`config.mk`:
```
export PLATFORM = sky130hd
export DESIGN_NAME = llr_front
export DESIGN_NICKNAME = d
export VERILOG_FILES = /design/src/rtl/core/llr_pkg.sv /design/src/rtl/core/llr_front.sv
export SDC_FILE = /design/constraint.sdc
export NUM_CORES = 1
export LEC_CHECK = 0
export CAP_MARGIN = 25
export CORE_AREA = 2 2 105 107
export DETAILED_ROUTE_END_ITERATION = 16
export DIE_AREA = 0 0 107 109
export DONT_BUFFER_PORTS = 1
export MAX_ROUTING_LAYER = met4
export SETUP_SLACK_MARGIN = 0.15
export SLEW_MARGIN = 20
export SYNTH_ARGS = -nofsm -noshare
export SYNTH_HDL_FRONTEND = slang
export SYNTH_SLANG_ARGS = --single-unit
```
`constraint.sdc`:
```
create_clock -name clk_i -period 1.7 [get_ports clk_i]
set_input_delay 0 -clock clk_i [delete_from_list [all_inputs] [get_ports clk_i]]
set_output_delay 0 -clock clk_i [all_outputs]
set_load 0.02 [all_outputs]
```
`src/rtl/core/llr_pkg.sv`:
```
// ----------------------------------------------------------------------------
// llr_pkg
// shared types and constants of the lanczos line resampler
// ----------------------------------------------------------------------------
package llr_pkg;

  localparam int unsigned MaxLine    = 4096;
  localparam int unsigned MaxTaps    = 16;
  localparam int unsigned FracBits   = 14;
  localparam int unsigned MaxResults = 64;

  localparam int unsigned LineAw  = 12;
  localparam int unsigned LenW    = 13;
  localparam int unsigned TapW    = 5;
  localparam int unsigned StepW   = 29;
  localparam int unsigned WeightW = 17;
  localparam int unsigned WaddrW  = 16;
  localparam int unsigned ChanW   = 16;
  localparam int unsigned ProdW   = 34;
  localparam int unsigned AccW    = 38;
  localparam int unsigned CntW    = 7;
  localparam int unsigned CfgAw   = 8;

  typedef enum logic [1:0] {
    KIND_PIXEL  = 2'd0,
    KIND_WEIGHT = 2'd1,
    KIND_START  = 2'd2,
    KIND_NONE   = 2'd3
  } kind_e;

  typedef enum logic [CfgAw-1:0] {
    REG_NEAREST = 8'd0,
    REG_SRC_LEN = 8'd1,
    REG_TGT_LEN = 8'd2,
    REG_TAPS    = 8'd3,
    REG_STEP    = 8'd4
  } reg_e;

  typedef enum logic [2:0] {
    ST_IDLE,
    ST_CHECK_RD,
    ST_CHECK_EV,
    ST_MAC,
    ST_FINISH
  } state_e;

  typedef struct packed {
    kind_e               kind;
    logic [WaddrW-1:0]   idx;
    logic [WeightW-1:0]  value;
    logic [ChanW-1:0]    a;
    logic [ChanW-1:0]    b;
    logic [ChanW-1:0]    c;
  } item_t;

  typedef struct packed {
    logic              nearest;
    logic [LenW-1:0]   src;
    logic [LenW-1:0]   tgt;
    logic [TapW-1:0]   taps;
    logic [StepW-1:0]  step;
  } cfg_t;

endpackage

```
`src/rtl/core/llr_front.sv`:
```
// ----------------------------------------------------------------------------
// llr_front
// configuration registers and input item classification
// ----------------------------------------------------------------------------
module llr_front import llr_pkg::*; (
  input  logic                clk_i,
  input  logic                rst_ni,
  input  logic                cfg_valid_i,
  output logic                cfg_ready_o,
  input  logic [CfgAw-1:0]    cfg_index_i,
  input  logic [StepW-1:0]    cfg_data_i,
  input  logic                in_valid_i,
  output logic                in_ready_o,
  input  logic [1:0]          kind_i,
  input  logic [WaddrW-1:0]   table_index_i,
  input  logic signed [WeightW-1:0] table_value_i,
  input  logic [ChanW-1:0]    chan_a_i,
  input  logic [ChanW-1:0]    chan_b_i,
  input  logic [ChanW-1:0]    chan_c_i,
  input  logic                q_full_i,
  output logic                push_o,
  output item_t               item_o,
  output cfg_t                cfg_o
);

  logic             nearest_q;
  logic [LenW-1:0]  src_q;
  logic [LenW-1:0]  tgt_q;
  logic [TapW-1:0]  taps_q;
  logic [StepW-1:0] step_q;

  assign cfg_ready_o = 1'b1;

  always_ff @(posedge clk_i or negedge rst_ni) begin
    if (!rst_ni) begin
      nearest_q <= 1'b0;
      src_q     <= LenW'(MaxLine);
      tgt_q     <= LenW'(MaxLine);
      taps_q    <= TapW'(6);
      step_q    <= StepW'(65536);
    end else if (cfg_valid_i) begin
      unique case (cfg_index_i)
        REG_NEAREST: nearest_q <= cfg_data_i[0];
        REG_SRC_LEN: src_q     <= cfg_data_i[LenW-1:0];
        REG_TGT_LEN: tgt_q     <= cfg_data_i[LenW-1:0];
        REG_TAPS:    taps_q    <= cfg_data_i[TapW-1:0];
        REG_STEP:    step_q    <= cfg_data_i;
        default: ;
      endcase
    end
  end

  // saturate lengths and the tap count to their legal ranges
  always_comb begin
    cfg_o.nearest = nearest_q;
    cfg_o.step    = step_q;
    if (src_q == '0) cfg_o.src = LenW'(1);
    else if (src_q > LenW'(MaxLine)) cfg_o.src = LenW'(MaxLine);
    else cfg_o.src = src_q;
    if (tgt_q == '0) cfg_o.tgt = LenW'(1);
    else if (tgt_q > LenW'(MaxLine)) cfg_o.tgt = LenW'(MaxLine);
    else cfg_o.tgt = tgt_q;
    if (taps_q == '0) cfg_o.taps = TapW'(1);
    else if (taps_q > TapW'(MaxTaps)) cfg_o.taps = TapW'(MaxTaps);
    else cfg_o.taps = taps_q;
  end

  assign in_ready_o = !q_full_i;
  assign push_o     = in_valid_i && !q_full_i;

  always_comb begin
    item_o.kind  = kind_e'(kind_i);
    item_o.idx   = table_index_i;
    item_o.value = table_value_i;
    item_o.a     = chan_a_i;
    item_o.b     = chan_b_i;
    item_o.c     = chan_c_i;
  end

endmodule

```
### Word level (Yosys, flattened, before mapping)

Index checks and enable logic that the tools add are counted.

| storage, ports and cells | value |
|---|---|
| register bits after elaboration | 61 |
| word-level logic and storage cells | 29 |
| input port bits | 125 |
| output and inout port bits | 147 |

| operators by class | value |
|---|---|
| muxes and demuxes | 6 |
| magnitude comparators | 3 |
| reduce and logical (&&, ||, !) cells | 11 |
| eq/ne operators | 4 |

Operators by type and width:

| operator | count |
|---|---|
| two-way mux 13 bit | 4 |
| > comparator 13 bit, second input constant | 2 |
| logical NOT 13 bit | 2 |
| equality test 8 x 2 -> 1 bit, second input constant | 2 |
| two-way mux 5 bit | 2 |
| AND reduction 2 bit | 5 |
| equality test 8 x 1 -> 1 bit, second input constant | 1 |
| equality test 8 x 3 -> 1 bit, second input constant | 1 |
| logical NOT 8 bit | 1 |
| > comparator 5 bit, second input constant | 1 |
| logical NOT 5 bit | 1 |
| logical AND 1 bit | 1 |
| logical NOT 1 bit | 1 |

### Logic depth before layout (Yosys ltp)

| logic depth | value |
|---|---|
| depth after elaboration | 3 |
| depth in mapped cells | 5 |
| depth with buffers taken out | 3 |

### Worst setup path before layout

No wires, ideal clock.

| timing path | value |
|---|---|
| path kind | in2reg |
| start point | input cfg_index_i[3] |
| end point | register step_q[0] |
| arrival time | 1055 ps |
| required time | 1575 ps |
| setup slack | 520 ps |
| stages on the path | 5 |
| setup time | 125 ps |
| path buffers | 2 |
| cells stage by stage | nor4_4 nand4_1 buf_4 buf_6 mux2_2 |

| between the ends | value |
|---|---|
| cells in the longest elaborated chain, start to end | 2 |

Ends and longest elaborated chain:

| what | line | RTL |
|---|---|---|
| start: declaration | llr_front.sv:10 | `input logic [CfgAw-1:0] cfg_index_i,` |
| equality test 8 x 3 -> 1 bit | llr_front.sv:42 | `unique case (cfg_index_i)` |
| AND reduction 2 bit (no source line) | - |  |
| end signal: assignment | llr_front.sv:40 | `step_q <= StepW'(65536);` |
| end signal: assignment | llr_front.sv:47 | `REG_STEP: step_q <= cfg_data_i;` |
| end: declaration | llr_front.sv:30 | `logic [StepW-1:0] step_q;` |

Every way passes these cells.
A chain may end at the register's enable or synchronous reset.

### Worst setup path after layout

| timing path | value |
|---|---|
| start point | input cfg_index_i[7] |
| end point | register nearest_q |

| between the ends | value |
|---|---|
| cells in the longest elaborated chain, start to end | 2 |

Ends and longest elaborated chain:

| what | line | RTL |
|---|---|---|
| logical NOT 8 bit | llr_front.sv:42 |  |
| AND reduction 2 bit (no source line) | - |  |
| end signal: assignment | llr_front.sv:43 | `REG_NEAREST: nearest_q <= cfg_data_i[0];` |
| end: declaration | llr_front.sv:26 | `logic nearest_q;` |

Every way passes these cells.

==> results.toml <==
[grt]
grt_pass1_wl_um = 11530
grt_pass1_vias = 1910
antenna_found_initial = 0
grt-ovfl-total = 0
grt_use_total_pct = 14.30
grt_max_degree = 62

[clocking]
htree_levels = 3
path_clk_slew_ns = 0.07
clockBufferDepth = 2
cts_made_buffers = 9
cts_sinks = 61
clock_latency_ns = 0.34
post_cts_buffers = 0
root_buffer = "clkbuf_8"
cts_tree = "yes"

[critical_path]
path_class = "primary input to register"
max_stage_delay_ns = 0.60
cp_slowest_cell = "dlygate4sd3_1"
critPathRequiredTime_ns = 1.93
crit_fanout = 5
cp-start-kind = "primary input"
worstPathCellList = "dlygate4sd3_1, nor4_4, dlygate4sd3_1, nand3_1, mux2_2"
crit_buf_inv = 2
regToRegSetupSlack_ns = 0.65
cp-end-kind = "register"
critPathTopFamily = "buffers and inverters"
rr_startpoint = "tgt_q[12]"
cp.arrival_ns = 1.77
crit_start = "cfg_index_i[7]"
crit_top_cell = "dlygate4sd3_1"

[synth]
yosysWarnings = 0
yosys_register_bits = 61
yosysSeqAreaShare_pct = 47.59
avgSynthCellArea_um2 = 12.06
synth_nets = 392
yosysUniqueCellTypes = 19
syn_inst = 267
syn-cell-area_um2 = 3221

[placed_design]
place_area_um2 = 2736
place_congestion = 0.7518
numPortBuffers = 0
detailed_place_hpwl_um = 5911

[floorplanning]
fp.dieH_um = 109
die_area_um2 = 11660
rows = 38
fp.dieW_um = 107
initial_core_util_pct = 30.38
ios = 272
core_um2 = 10600

[route]
routed_via_density = 4.691
wl_met2_um = 3469
wl_per_cell_um = 21.85
routed_wl_um = 8063
drt_iter0_drc = 60
route.met3.wl_um = 1258
drtPass1Iterations = 4
antenna_left = 0
met1_length_um = 3117
drc_errors = 0
highest_layer = "met4"
vias = 1731

[min_path]
hold_path.startpoint = "chan_b_i[5]"
min_path_type = "primary input to output port"

[power_and_ir_drop]
ir_drop_mv = 0.4612
swShare_pct = 29.33
pwr-share-seq_pct = 52.3
p_int_uw = 2206
powerDensity_nw_per_um2 = 943.5
combPwrFrac_pct = 10.8
p_leak_uw = 0.001590
clkPwrFrac_pct = 36.9
p_sw_uw = 915.3

[timing]
fin_skew_ns = 0
period_needed_ns = 1.544
report.final.slew_viol_count = 0
hold_ws_ns = 0.000005612
setup_tns_ns = 0
hold_violations = 0
max_freq_mhz = 647.5
tightest_slew_ns = 0.5866
setup_violations = 0
fin_crit_sh_pct = 90.84
slew_headroom_pct = 60.81
rsz0062_at_grt = "true"

[layout]
fin_nets = 349
drive_above_1_share_pct = 39.74
area_growth_pct = 2.719
nFillCells = 1061
n_antenna_cell = 0
post-route-cell-area_um2 = 3308
utilization_pct = 31.20

[run]
maxCapViolations = 0

[outcome]
outcome = "finished clean"
==> state kept, by name, summed over array words and instances, names as in the netlist <==
register   flops
nearest_q      1
src_q         13
step_q        29
tgt_q         13
taps_q         5
==> per-stage QoR <==
stage | cells | setup WS (ns) | total power (uW)
4_1_cts | 369 | 0.1579 | 3158
3_3_place_gp | 316 | 0.4664 | 1873
2_1_floorplan | 267 | 0.5204 | 2120
6_report | 369 | 0.1557 | 3121
5_1_grt | 369 | 0.1235 | 3283
3_5_place_dp | 316 | 0.4179 | 1880
==> repair_timing <==
action | in CTS | in global routing
setup endpoints to repair | 0 | 18
endpoints found under the hold margin | 122 | 0
gates resized for setup | 0 | 3
hold buffers | 37 | 0
==> path summary, 6_finish.rpt <==
kind / endpoint / cells past startpoint
setup / recovery: nearest_q / 5
hold / removal: item_o[21] / 0
setup reg to reg: tgt_q[12] / 1
hold reg to reg: tgt_q[0] / 1
max in group asynchronous: taps_q[1] / 2
min in group asynchronous: src_q[1] / 2
==> cell families (layout without fill, tap and decap cells) <==
group | after synthesis | in the layout | synth area share [%]
AND/OR/NAND/NOR | 46 | 46 | 9.052
multiplexers | 61 | 61 | 21.33
AO/OA/AOI/OAI | 2 | 2 | 0.3884
flip-flops | 61 | 61 | 47.59
other | 1 | 1 | 0.1164
buffers and inverters | 96 | 58 | 21.52
==> synthesized netlist by cell type <==
library cell  instances  share of area [%]
mux2_2               61                 21
nand4_1               2               0.39
clkbuf_1              6               0.70
dfstp_2               5                4.1
nor3b_1               1               0.23
nor4_4                1               0.66
nand3_1               1               0.16
nor2_1                5               0.58
inv_1                 1               0.12
buf_6                 1               0.35
a31oi_1               2               0.39
buf_2                 2               0.31
buf_4                86                 20
nor4_1                4               0.78
conb_1                1               0.12
nand4b_1              2               0.54
nor2b_1              27                5.2
dfrtp_1              56                 44
nor3_1                3               0.47
==> placed cells by master (no fill, tap or decap), types with 4 or more instances in the layout <==
master	synthesis	layout
clkbuf_8	0	9
mux2_2	61	61
dfstp_2	5	5
dfrtp_1	56	56
nor2b_1	27	27
nor4_1	4	4
dlygate4sd3_1	0	36
buf_4	86	4
==> routing by layer <==
layer | vias to the layer above | track usage, %
li1 | 719 | -
met1 | 842 | 15.71
met2 | 146 | 18.65
met3 | 24 | 11.06
met4 | 0 | 6.957
met5 | - | -
==> power by group through the flow <==
stage	logic [uW]	registers [uW]	clock network (uW)
floorplan	494	1630	0
global placement	215	1660	0
detailed placement	219	1660	0
CTS	337	1630	1190
global route	368	1640	1270
finish	336	1630	1150
==> area by class of cell <==
class                   instances  area (um^2)  share of cell area [%]
multi-input cells             110         1005                   30.37
inverters                       1        3.754                  0.1135
well taps                     140        175.2                   5.295
clock inverters                 7        50.05                   1.513
clock buffers                   9        123.9                   3.744
repair buffers                 41        417.9                   12.63
flip-flops and latches         61         1533                   46.33
Note: power is estimated with default switching activity, not from simulation.
