===== src/rtl/core/llr_pkg.sv =====
// ----------------------------------------------------------------------------
// llr_pkg
// shared types and constants of the lanczos line resampler
// ----------------------------------------------------------------------------
package llr_pkg;

  localparam int unsigned MaxLine    = 4096;
  localparam int unsigned MaxTaps    = 16;
  localparam int unsigned FracBits   = 14;
  localparam int unsigned MaxResults = 64;

  localparam int unsigned LineAw  = 12;
  localparam int unsigned LenW    = 13;
  localparam int unsigned TapW    = 5;
  localparam int unsigned StepW   = 29;
  localparam int unsigned WeightW = 17;
  localparam int unsigned WaddrW  = 16;
  localparam int unsigned ChanW   = 16;
  localparam int unsigned ProdW   = 34;
  localparam int unsigned AccW    = 38;
  localparam int unsigned CntW    = 7;
  localparam int unsigned CfgAw   = 8;

  typedef enum logic [1:0] {
    KIND_PIXEL  = 2'd0,
    KIND_WEIGHT = 2'd1,
    KIND_START  = 2'd2,
    KIND_NONE   = 2'd3
  } kind_e;

  typedef enum logic [CfgAw-1:0] {
    REG_NEAREST = 8'd0,
    REG_SRC_LEN = 8'd1,
    REG_TGT_LEN = 8'd2,
    REG_TAPS    = 8'd3,
    REG_STEP    = 8'd4
  } reg_e;

  typedef enum logic [2:0] {
    ST_IDLE,
    ST_CHECK_RD,
    ST_CHECK_EV,
    ST_MAC,
    ST_FINISH
  } state_e;

  typedef struct packed {
    kind_e               kind;
    logic [WaddrW-1:0]   idx;
    logic [WeightW-1:0]  value;
    logic [ChanW-1:0]    a;
    logic [ChanW-1:0]    b;
    logic [ChanW-1:0]    c;
  } item_t;

  typedef struct packed {
    logic              nearest;
    logic [LenW-1:0]   src;
    logic [LenW-1:0]   tgt;
    logic [TapW-1:0]   taps;
    logic [StepW-1:0]  step;
  } cfg_t;

endpackage


===== src/rtl/core/llr_queue.sv =====
// ----------------------------------------------------------------------------
// llr_queue
// two-entry item queue between front and back
// ----------------------------------------------------------------------------
module llr_queue import llr_pkg::*; (
  input  logic  clk_i,
  input  logic  rst_ni,
  input  logic  push_i,
  input  item_t item_i,
  input  logic  pop_i,
  output item_t head_o,
  output logic  empty_o,
  output logic  full_o
);

  item_t      mem_q [2];
  logic       wr_q, wr_d;
  logic       rd_q, rd_d;
  logic [1:0] cnt_q, cnt_d;

  assign empty_o = (cnt_q == 2'd0);
  assign full_o  = (cnt_q == 2'd2);
  assign head_o  = mem_q[rd_q];

  always_comb begin
    wr_d  = wr_q;
    rd_d  = rd_q;
    cnt_d = cnt_q;
    if (push_i) wr_d = !wr_q;
    if (pop_i) rd_d = !rd_q;
    if (push_i && !pop_i) cnt_d = cnt_q + 2'd1;
    else if (pop_i && !push_i) cnt_d = cnt_q - 2'd1;
  end

  always_ff @(posedge clk_i or negedge rst_ni) begin
    if (!rst_ni) begin
      wr_q  <= 1'b0;
      rd_q  <= 1'b0;
      cnt_q <= 2'd0;
    end else begin
      wr_q  <= wr_d;
      rd_q  <= rd_d;
      cnt_q <= cnt_d;
    end
  end

  always_ff @(posedge clk_i) begin
    if (push_i) mem_q[wr_q] <= item_i;
  end

endmodule


===== config.mk =====
export PLATFORM = sky130hd
export DESIGN_NAME = llr_queue
export DESIGN_NICKNAME = d
export VERILOG_FILES = /design/src/rtl/core/llr_pkg.sv /design/src/rtl/core/llr_queue.sv
export SDC_FILE = /design/constraint.sdc
export NUM_CORES = 1
export LEC_CHECK = 0
export BUFFER_PORTS_ARGS = -buffer_cell sky130_fd_sc_hd__buf_2
export CELL_PAD_IN_SITES_DETAIL_PLACEMENT = 1
export CELL_PAD_IN_SITES_GLOBAL_PLACEMENT = 2
export CORE_UTILIZATION = 30
export DETAILED_ROUTE_END_ITERATION = 10
export PLACE_DENSITY = 0.65
export SKIP_CTS_REPAIR_TIMING = 1
export SYNTH_ARGS = -nofsm -noshare
export SYNTH_HDL_FRONTEND = slang
export SYNTH_SLANG_ARGS = --single-unit

===== constraint.sdc =====
create_clock -name clk_i -period 4.7 [get_ports clk_i]
set_clock_uncertainty 0.05 [all_clocks]
set_input_delay 0.94 -clock clk_i [delete_from_list [all_inputs] [get_ports clk_i]]
set_output_delay 0.94 -clock clk_i [all_outputs]
set_load 0.1 [all_outputs]

=== Word level (Yosys, flattened, before mapping) ===
Memories as Yosys holds them, arrays and structs flattened.
Index checks and enable logic that the tools add are counted.

* Add/sub/neg operators: 2
* Reductions and logical operators: 8
* Multiplexer cells: 4
* Equal/unequal tests: 1

{| class="wikitable"
|+ Operators with widths
! cell !! count
|-
| logical NOT 1 bit || 4
|-
| two-way mux 2 bit || 2
|-
| adder 2 x 1 -> 2 bit, second input constant || 1
|-
| equality test 2 bit, second input constant || 1
|-
| logical AND 1 bit || 2
|-
| logical NOT 2 bit || 1
|-
| two-way mux 1 bit || 2
|-
| nonzero test 2 bit || 1
|-
| subtractor 2 x 1 -> 2 bit, second input constant || 1
|}

* Memories: 1
* Word-level logic and storage cells: 19
* Output and inout port bits: 85
* Bits in writable memories: 166
* Flip-flop bits (word level): 4
* Bits of input ports: 87

{| class="wikitable"
|+ Memories
! name !! words !! width !! rd ports !! clocked after memory_dff !! wr ports !! RTL line !! RTL
|-
| mem_q || 2 || 83 || 1 || 0 || 1 || llr_queue.sv:16 || <nowiki>item_t mem_q [2];</nowiki>
|}

=== Logic depth before layout (Yosys ltp) ===
Gate-level depths: netlist (run 1).

* Word-level depth: 4
* Gate-level depth with buffers: 5
* Mapped depth without buffers: 5

=== Least setup slack after synthesis (run 1) ===
Ideal clock, no wire load.

* Path kind: input to register
* Start: input push_i
* End: memory mem_q[0][0] in the netlist's numbering, enable pin
* Data arrival time: 4.566 ns
* Required time: 4.115 ns
* Stages: 1
* Path buffers: 0
* Path slack: -0.451 ns
* Path through: nor2b_1

* Longest elaborated chain between the ends: 2

{| class="wikitable"
|+ RTL lines
! element !! RTL line !! RTL
|-
| start, declared || llr_queue.sv:8 || <nowiki>input logic push_i,</nowiki>
|-
| two-way mux 1 bit || llr_queue.sv:48 || <nowiki>if (push_i) mem_q[wr_q] <= item_i;</nowiki>
|-
| two-way mux 1 bit (not written as such) || llr_queue.sv:48 ||
|-
| end, declared || llr_queue.sv:16 ||
|}

Every way passes these cells.

==> summary.md, run 1 <==
| Metric | Value |
|---|---|
| Outcome | finished clean |
| Final critical path time including I/O delays and setup | roughly 3.5 ns |
| Tot GR Track Use | 11.60% |
| Antenna diodes | 0 |
| Cell count after synthesis | 274 |
| Worst Path Required | 3.71 ns |
| Yosys warns | 0 |
| Vias | about 3.2k |
| TritonCTS clock tree | built |
| First-pass GRT wire length | 18750 um |
| Syn Nets | 362 |
| Most crowded layer after global routing | met2 |
| Drt first pass iters | 4 |
| Largest net degree at the start of global routing | 84 |
| Critical Path Sink Type | output port |
| Worst-Margin Slew | 1.180 ns |
| Routed vias/inst | 4.233 |
| CTS H-Tree Depth | 4 |
| Synth-to-Final Area Change | 26.19% |
| I/O Buffers | 171 |
| Seq. cell area | 5089 um2 |
| CP Max Fanout | between 40 and 50 |
| WL/cell | 16.74 um |
| Mapped cell area | 6420 um2 |
| Grt met1 use | 12.80% |
| Fin crit share | 74.85% |
| FILL cells | about 2.1k |
| Synth unique cells | 13 |
| Worst skew pair latency | just over 0.4 ns |
| Vias in the first global route | ~3.6k |
| Clock buffer depth | 2 |
| Initial antenna violation count | 0 |
| Die H | 148.3 um |
| GR Layer Usage met3 | 3.988% |
| Data arrival, critical path | 2.53 ns |
| RSZ-0062 raised after global routing | false |
| WL final | 12510 um |
| Core Area | 21020 um2 |
| Clock Tree Root | clkbuf_16 |
| Final setup fails | 0 |
| Crit path kind | reg -> out |
| Fraction of layout cells with a size suffix above 1 | 61.65% |
| Area of the multi-input gates | 1252 um2 |
| Post-route setup TNS | 0 ns |
| Num CTS Buffers | 17 |
| GR met2 Demand/Resource | 20.02% |
| Final Max Tran Viols | 0 |
| Tightest Hold Check Type | in -> async |
| Number of remaining DRC errors | 0 |
| Nets | 547 |
| Sink Count | 170 |
| I/O pin count | 172 |
| Max_slew headroom | 21.35% |
| Hold Violations, Final | 0 |
| Sequential fraction of the synthesis area | 79.20% |
| Initial core utilization | 30.54% |
| F_max | 284.2 MHz |
| Grt total ovfl | 0 |
| Die W | 148.3 um |
| GPL Wtd Cong | 0.6663 |
| Register bit total from synthesis | 170 |
| 1st-iter DRT viols | 116 |
| DRT antenna net count | 0 |
| Reg clk slew, reported paths | 0.06 ns |
| Full die area | ~22000 um2 |
| Max Cap Viol | 0 |
| Worst Setup Start Kind | register |
| Syn_area_per_cell | 23.43 um2 |
| Post-DP HPWL | around 8000 um |
| Row count | 53 |
-- layout by cell type (no fill, tap or decap) --
| cell | Yosys | final |
|---|---|---|
| buf_2 | 2 | 171 |
| edfxtp_1 | 166 | 166 |
| mux2_4 | 60 | 60 |
| mux2_2 | 23 | 23 |
| clkbuf_16 | 0 | 17 |
| xor2_1 | 4 | 4 |
| clkinvlp_4 | 0 | 4 |
| inv_6 | 0 | 4 |
| clkinv_2 | 0 | 4 |
| buf_4 | 0 | 4 |
| dfrtp_1 | 4 | 3 |
| nor2_1 | 2 | 2 |
| clkinv_1 | 0 | 2 |
| nor2b_1 | 2 | 1 |
| inv_1 | 1 | 1 |
| and2_4 | 0 | 1 |
| nor2b_4 | 0 | 1 |
| xnor2_1 | 1 | 1 |
| ha_1 | 1 | 1 |
| clkinv_4 | 0 | 1 |
| dfrtp_4 | 0 | 1 |
-- critical path, cell delays in order, from the launching register on --
cell and delay (ns):
dfrtp_4 0.92, buf_4 0.50, mux2_4 0.24, buf_2 0.42
-- cells in the mapped netlist, drive strengths merged --
cell type,count,area share [%]
and2,1,0.098
xnor2,1,0.14
xor2,4,0.55
buf,9,1.4
mux2,83,18
nor2,2,0.12
inv,1,0.058
edfxtp,166,78
dfrtp,4,1.6
nor2b,2,0.19
ha,1,0.19
-- path summary, 6_finish.rpt --
check | startpoint | slack [ns] | endpoint | cells past startpoint
setup / recovery | rd_q$_DFFE_PN0P_ | 1.18 | head_o[14] | 3
hold reg to reg | cnt_q[1]$_DFFE_PN0P_ | 0.45 | cnt_q[1]$_DFFE_PN0P_ | 1
max in group asynchronous | rst_ni | 4.20 | rd_q$_DFFE_PN0P_ | 1
min in group clk_i | cnt_q[1]$_DFFE_PN0P_ | 0.45 | cnt_q[1]$_DFFE_PN0P_ | 1
setup reg to reg | wr_q$_DFFE_PN0P_ | 2.62 | mem_q[1][46]$_DFFE_PP_ | 2
hold / removal | rst_ni | 0.27 | cnt_q[0]$_DFFE_PN0P_ | 1
-- routing by layer --
| metal | wire [um] | vias to the layer above |
|---|---|---|
| met5 | 0 | - |
| met4 | 195 | 0 |
| met1 | 5124 | 1581 |
| met2 | 6446 | 109 |
| met3 | 740 | 19 |
| li1 | - | 1453 |
-- through the flow --
| stage | setup slack (ns) | utilization (%) | std cells | cell area, um2 | hold WS [ns] |
|---|---|---|---|---|---|
| after floorplan | 1.105 | - | 274 | 6422 | 0.4063 |
| after global placement | 1.567 | 36.03 | 715 | 7575 | 0.4329 |
| after detailed placement | 1.563 | 36.03 | 715 | 7575 | 0.4467 |
| after CTS | 1.099 | 38.54 | 747 | 8102 | 0.2456 |
| after global routing | 1.038 | 38.54 | 747 | 8102 | 0.2510 |
| final | 1.182 | 38.54 | 747 | 8102 | 0.2681 |
-- area by class of cell --
| class | instances | share of cell area [%] |
|---|---|---|
| clock buffers | 17 | 5.251 |
| clock inverters | 15 | 1.251 |
| inverters | 1 | 0.04633 |
| multi-input cells | 94 | 15.46 |
| flip-flops and latches | 170 | 62.81 |
| well taps | 275 | 4.247 |
| repair buffers | 175 | 10.93 |
-- registers in the layout (all words and copies together), names as in the netlist --
signal  cells
cnt_q       2
mem_q     166
wr_q        1
rd_q        1
-- cells by family after synthesis --
| family | synth area share [%] |
|---|---|
| simple gates | 0.4094 |
| fa+ha+maj | 0.1949 |
| flops | 79.20 |
| mux | 18.07 |
| buf+inv | 1.442 |
| xor+xnor | 0.6821 |
Power of run 1 is left out: the tool's default activity adds up to more than one toggle a clock period on the data nets, which glitch-free logic cannot reach.
==> inputs of run 2 (changes only) <==
Settings changed: PLACE_DENSITY 0.65 to 0.63.
Clock period 4.7 ns to 3.48 ns, I/O delays scaled along.
==> run 2 against run 1 <==
  * Hold slack worse by 0.24 ns
  * Non-clock buffer count up 6
  * Register-to-register slack got worse by 0.87 ns
  * Setup slack got worse by 0.75 ns
  * Global-route usage is 0.21 points higher
  * Routed wire length increased by 1.3%
  * Cell area up 1.3%
  * First-iteration DRC count fell by 23%
  * Flip-flop and latch count is the same
==> summary.md, run 2 (synthesis results as in run 1) <==
| Metric | Value |
|---|---|
| Outcome | finished clean |
| Final Max Tran Viols | 0 |
| DRT antenna net count | 0 |
| Number of remaining DRC errors | 0 |
| Final critical path time including I/O delays and setup | around 3.1 ns |
| TritonCTS clock tree | built |
| Clock buffer depth | 2 |
| Worst Path Required | 2.73 ns |
| Worst-Margin Slew | 0.6980 ns |
| Grt total ovfl | 0 |
| Tot GR Track Use | 11.81% |
| Die W | 148.3 um |
| Worst Setup Start Kind | register |
| GPL Wtd Cong | around 0.65 |
| Tightest Hold Check Type | in -> async |
| Max Cap Viol | 0 |
| Dpl cells | slightly above 700 |
| Seq. cell area | 5089 um2 |
| Fin crit share | between 80% and 90% |
| WL final | 12670 um |
| Fraction of layout cells with a size suffix above 1 | 61.64% |
| Fin Hold WS | approximately 0.025 ns |
| Initial core utilization | 30.54% |
| WL/cell | 16.80 um |
| FILL cells | between 2k and 2.5k |
| I/O pin count | 172 |
| Final setup fails | 0 |
| Initial antenna violation count | 2 |
| Vias in the first global route | 3547 |
| Drt first pass iters | 4 |
| Critical Path Sink Type | output port |
| Area of the multi-input gates | 1252 um2 |
| Post-route setup TNS | 0 ns |
| Vias | 3140 |
| Nets | 553 |
| Crit path kind | reg -> out |
| Commonest non-fill, non-tap cell in the layout | buf_2 |
| Routed vias/inst | 4.164 |
| Hold Violations, Final | 0 |
| Num CTS Buffers | 17 |
| Full die area | 21990 um2 |
| F_max | 327.6 MHz |
| Sink Count | 170 |
| Core Area | between 20000 and 25000 um2 |
| CP Max Fanout | 40 |
| Largest net degree at the start of global routing | 41 |
| Final core utilization | 39.05% |
| Max_slew headroom | 53.47% |
| Commonest cells after routing, fill and taps aside | 171 x buf_2, 166 x edfxtp_1, 60 x mux2_4 |
| First-pass GRT wire length | 19160 um |
| 1st-iter DRT viols | ~90 |
| Data arrival, critical path | between 2 and 2.5 ns |
| Layout Cells excl Fill | 754 |
| Die H | between 100 and 150 um |
| Clock Tree Root | clkbuf_16 |
| Max reg flops | 166 |
| CTS H-Tree Depth | 4 |
| Reg clk slew, reported paths | 0.06 ns |
| Reg with most FFs | mem_q |
| Biggest regs | mem_q x166, cnt_q x2 |
| Worst skew pair latency | 0.41 ns |
| I/O Buffers | 171 |
| Synth-to-Final Area Change | 27.85% |
| RSZ-0062 raised after global routing | false |
| Post-DP HPWL | 8505 um |
| Row count | 53 |
[run 2: cell types whose count changed in the layout (fill, tap and decap cells not counted), sizes merged]
cell      delta
buf          +6
bufinv       +2
clkbuf       +2
clkinvlp     -3
diode        +2
inv          -2
[run 2: area by class of cell]
type	instances	share of cell area [%]
Antenna cell	2	0.06098
Tap cell	275	4.192
Multi-Input combinational cell	94	15.26
Sequential cell	170	62.00
Clock inverter	12	1.524
Clock buffer	19	5.274
Timing Repair Buffer	181	11.65
Inverter	1	0.04573
[run 2: worst max-delay path, cell delays in order (launching register included)]
cell and delay (ns):
dfrtp_4 0.89, buf_4 0.35, mux2_2 0.35, buf_2 0.29
[run 2: path summary, 6_finish.rpt]
kind,from,endpoint,slack [ns],depth (start not counted)
worst min-delay path,rst_ni,cnt_q[1]$_DFFE_PN0P_,0.02,1
worst max register to register,wr_q$_DFFE_PN0P_,mem_q[1][70]$_DFFE_PP_,1.75,2
worst max-delay path,rd_q$_DFFE_PN0P_,head_o[82],0.43,3
min in group clk_i,item_i[77],mem_q[0][77]$_DFFE_PP_,0.41,1
max in group asynchronous,rst_ni,rd_q$_DFFE_PN0P_,3.22,1
worst min register to register,cnt_q[1]$_DFFE_PN0P_,cnt_q[1]$_DFFE_PN0P_,0.44,1
[run 2: stage by stage]
| step | worst slack (ns) | instance area (um2) |
|---|---|---|
| finish | 0.4274 | 8208 |
| global placement | 0.8119 | 7645 |
| floorplan | 0.1290 | 6422 |
| detailed placement | 0.8172 | 7645 |
| global route | 0.2859 | 8203 |
| CTS | 0.3514 | 8203 |
[run 2: per-layer routing]
metal	wire [um]	vias to the layer above	part of all wire, %	track usage (%)
met5	0	-	0	0
met4	166	0	1.3	4.175
met3	828	14	6.5	4.325
met2	6626	105	52	20.82
met1	5044	1553	40	13.01
li1	-	1468	-	-
Power of run 2 is left out for the same reason.
==> inputs of run 3 (changes only) <==
Settings changed: CAP_MARGIN from default to 10, REMOVE_ABC_BUFFERS from default to 1.
==> run 3 against run 2 <==
  * First-iteration DRC count up 44%
  * Hold slack worse by 0.0071 ns
  * Core utilization down 0.25 points
  * Non-clock buffer count down 4
==> summary.md, run 3 (synthesis results as in run 1) <==
| Metric | Value |
|---|---|
| Outcome | finished clean |
| Clock Tree Root | clkbuf_16 |
| Max incr delay on CP | 0.89 ns |
| Nets | 549 |
| Max stage delay cell, worst path | dfrtp_4 |
| Tightest Hold Check Type | in -> async |
| Reg clk slew, reported paths | 0.06 ns |
| Die H | 148.3 um |
| Final critical path time including I/O delays and setup | 3.169 ns |
| WL/cell | 16.89 um |
| Routed vias/inst | roughly 4.2 |
| Initial antenna violation count | 1 |
| CTS H-Tree Depth | 4 |
| Synth-to-Final Area Change | 27.03% |
| Hold Violations, Final | 0 |
| Commonest non-fill, non-tap cell in the layout | buf_2 |
| GPL Wtd Cong | 0.6761 |
| Top delay family on crit path | flip-flops |
| Reg2reg setup slack | 1.70 ns |
| CP Max Fanout | 37 |
| Worst-path cell chain | buf_4, mux2_2, buf_2 |
| Max reg flops | roughly 170 |
| Die W | 148.3 um |
| WL final | 12670 um |
| Sink Count | 170 |
| Crit path kind | reg -> out |
| Clock buffer depth | 2 |
| RR Endpoint | mem_q[0][10]$_DFFE_PP_ |
| TritonCTS clock tree | built |
| Worst Path Required | 2.73 ns |
| First-pass GRT wire length | 19080 um |
| Grt total ovfl | 0 |
| I/O Buffers | 171 |
| Worst-Margin Slew | 0.7178 ns |
| Data arrival, critical path | about 2.4 ns |
| DRT antenna net count | 0 |
| Num CTS Buffers | 17 |
| Initial core utilization | 30.54% |
| Full die area | 21990 um2 |
| R2R depth | 2 |
| Worst r2r src | wr_q$_DFFE_PN0P_ |
| Worst skew pair latency | just over 0.4 ns |
| Max_slew headroom | 52.05% |
| Post-route setup TNS | 0 ns |
| Fin crit share | 91.07% |
| FILL cells | 2096 |
| Vias in the first global route | 3447 |
| RSZ-0062 raised after global routing | false |
| F_max | between 300 and 400 MHz |
| Worst Setup Start Kind | register |
| Biggest regs | mem_q x166, cnt_q x2 |
| Fraction of layout cells with a size suffix above 1 | 61.81% |
| Max Cap Viol | 0 |
| Final setup fails | 0 |
| Commonest cells after routing, fill and taps aside | 171 x buf_2, 166 x edfxtp_1, 60 x mux2_4 |
| Number of remaining DRC errors | 0 |
| 1st-iter DRT viols | 128 |
| Final core utilization | between 30% and 40% |
| Tot GR Track Use | 11.93% |
| Post-DP HPWL | between 8000 and 9000 um |
| Core Area | 21020 um2 |
| Final Max Tran Viols | 0 |
| Reg with most FFs | mem_q |
| I/O pin count | 172 |
| Fin Hold WS | 0.01766 ns |
| Drt first pass iters | 4 |
| Critical Path Sink Type | output port |
| Vias | 3154 |
| Largest net degree at the start of global routing | 62 |
| Row count | 53 |
| Buf/Inv on CP | 2 |
[run 3: through the flow]
stage	setup slack (ns)	instance area, um2	std cells
after floorplan	-1.427	6331	265
after global placement	0.7618	7627	717
after detailed placement	0.7009	7627	717
after CTS	0.2378	8153	749
after global routing	0.1925	8153	749
final	0.3109	8155	750
[run 3: worst max path at each step]
stage                                        to        startpoint  cells past startpoint  slack (ns)
after floorplan           mem_q[0][0]$_DFFE_PP_            push_i                      1       -1.43
after global placement               head_o[72]  rd_q$_DFFE_PN0P_                      3        0.76
after detailed placement             head_o[70]  rd_q$_DFFE_PN0P_                      3        0.70
after CTS                            head_o[70]  rd_q$_DFFE_PN0P_                      3        0.24
after global routing                  head_o[2]  rd_q$_DFFE_PN0P_                      3        0.19
final                                head_o[70]  rd_q$_DFFE_PN0P_                      3        0.31
[run 3: worst register-to-register path, cell delays in order (launching register included)]
cell and delay [ns]:
dfrtp_1 0.43, nor2b_4 0.60, buf_4 0.38
[run 3: layout make-up]
class                      count  area [um2]  area share [%]
tap                          275       344.1           4.219
multi-input combinational     94        1252           15.36
sequential                   170        5089           62.40
inverter                       1       3.754         0.04603
clock buffer                  18       429.2           5.262
clock inverter                14       96.34           1.181
antenna                        1       2.502         0.03068
timing repair buffer         177       938.4           11.51
[run 3: metal layers]
layer | share of wire, % | vias up | track usage [%]
met2 | 53 | 100 | 20.63
met4 | 1.2 | 0 | 5.103
met1 | 40 | 1589 | 13.37
met3 | 6.4 | 10 | 4.018
li1 | - | 1455 | -
met5 | 0 | - | 0
Power of run 3 is left out for the same reason.
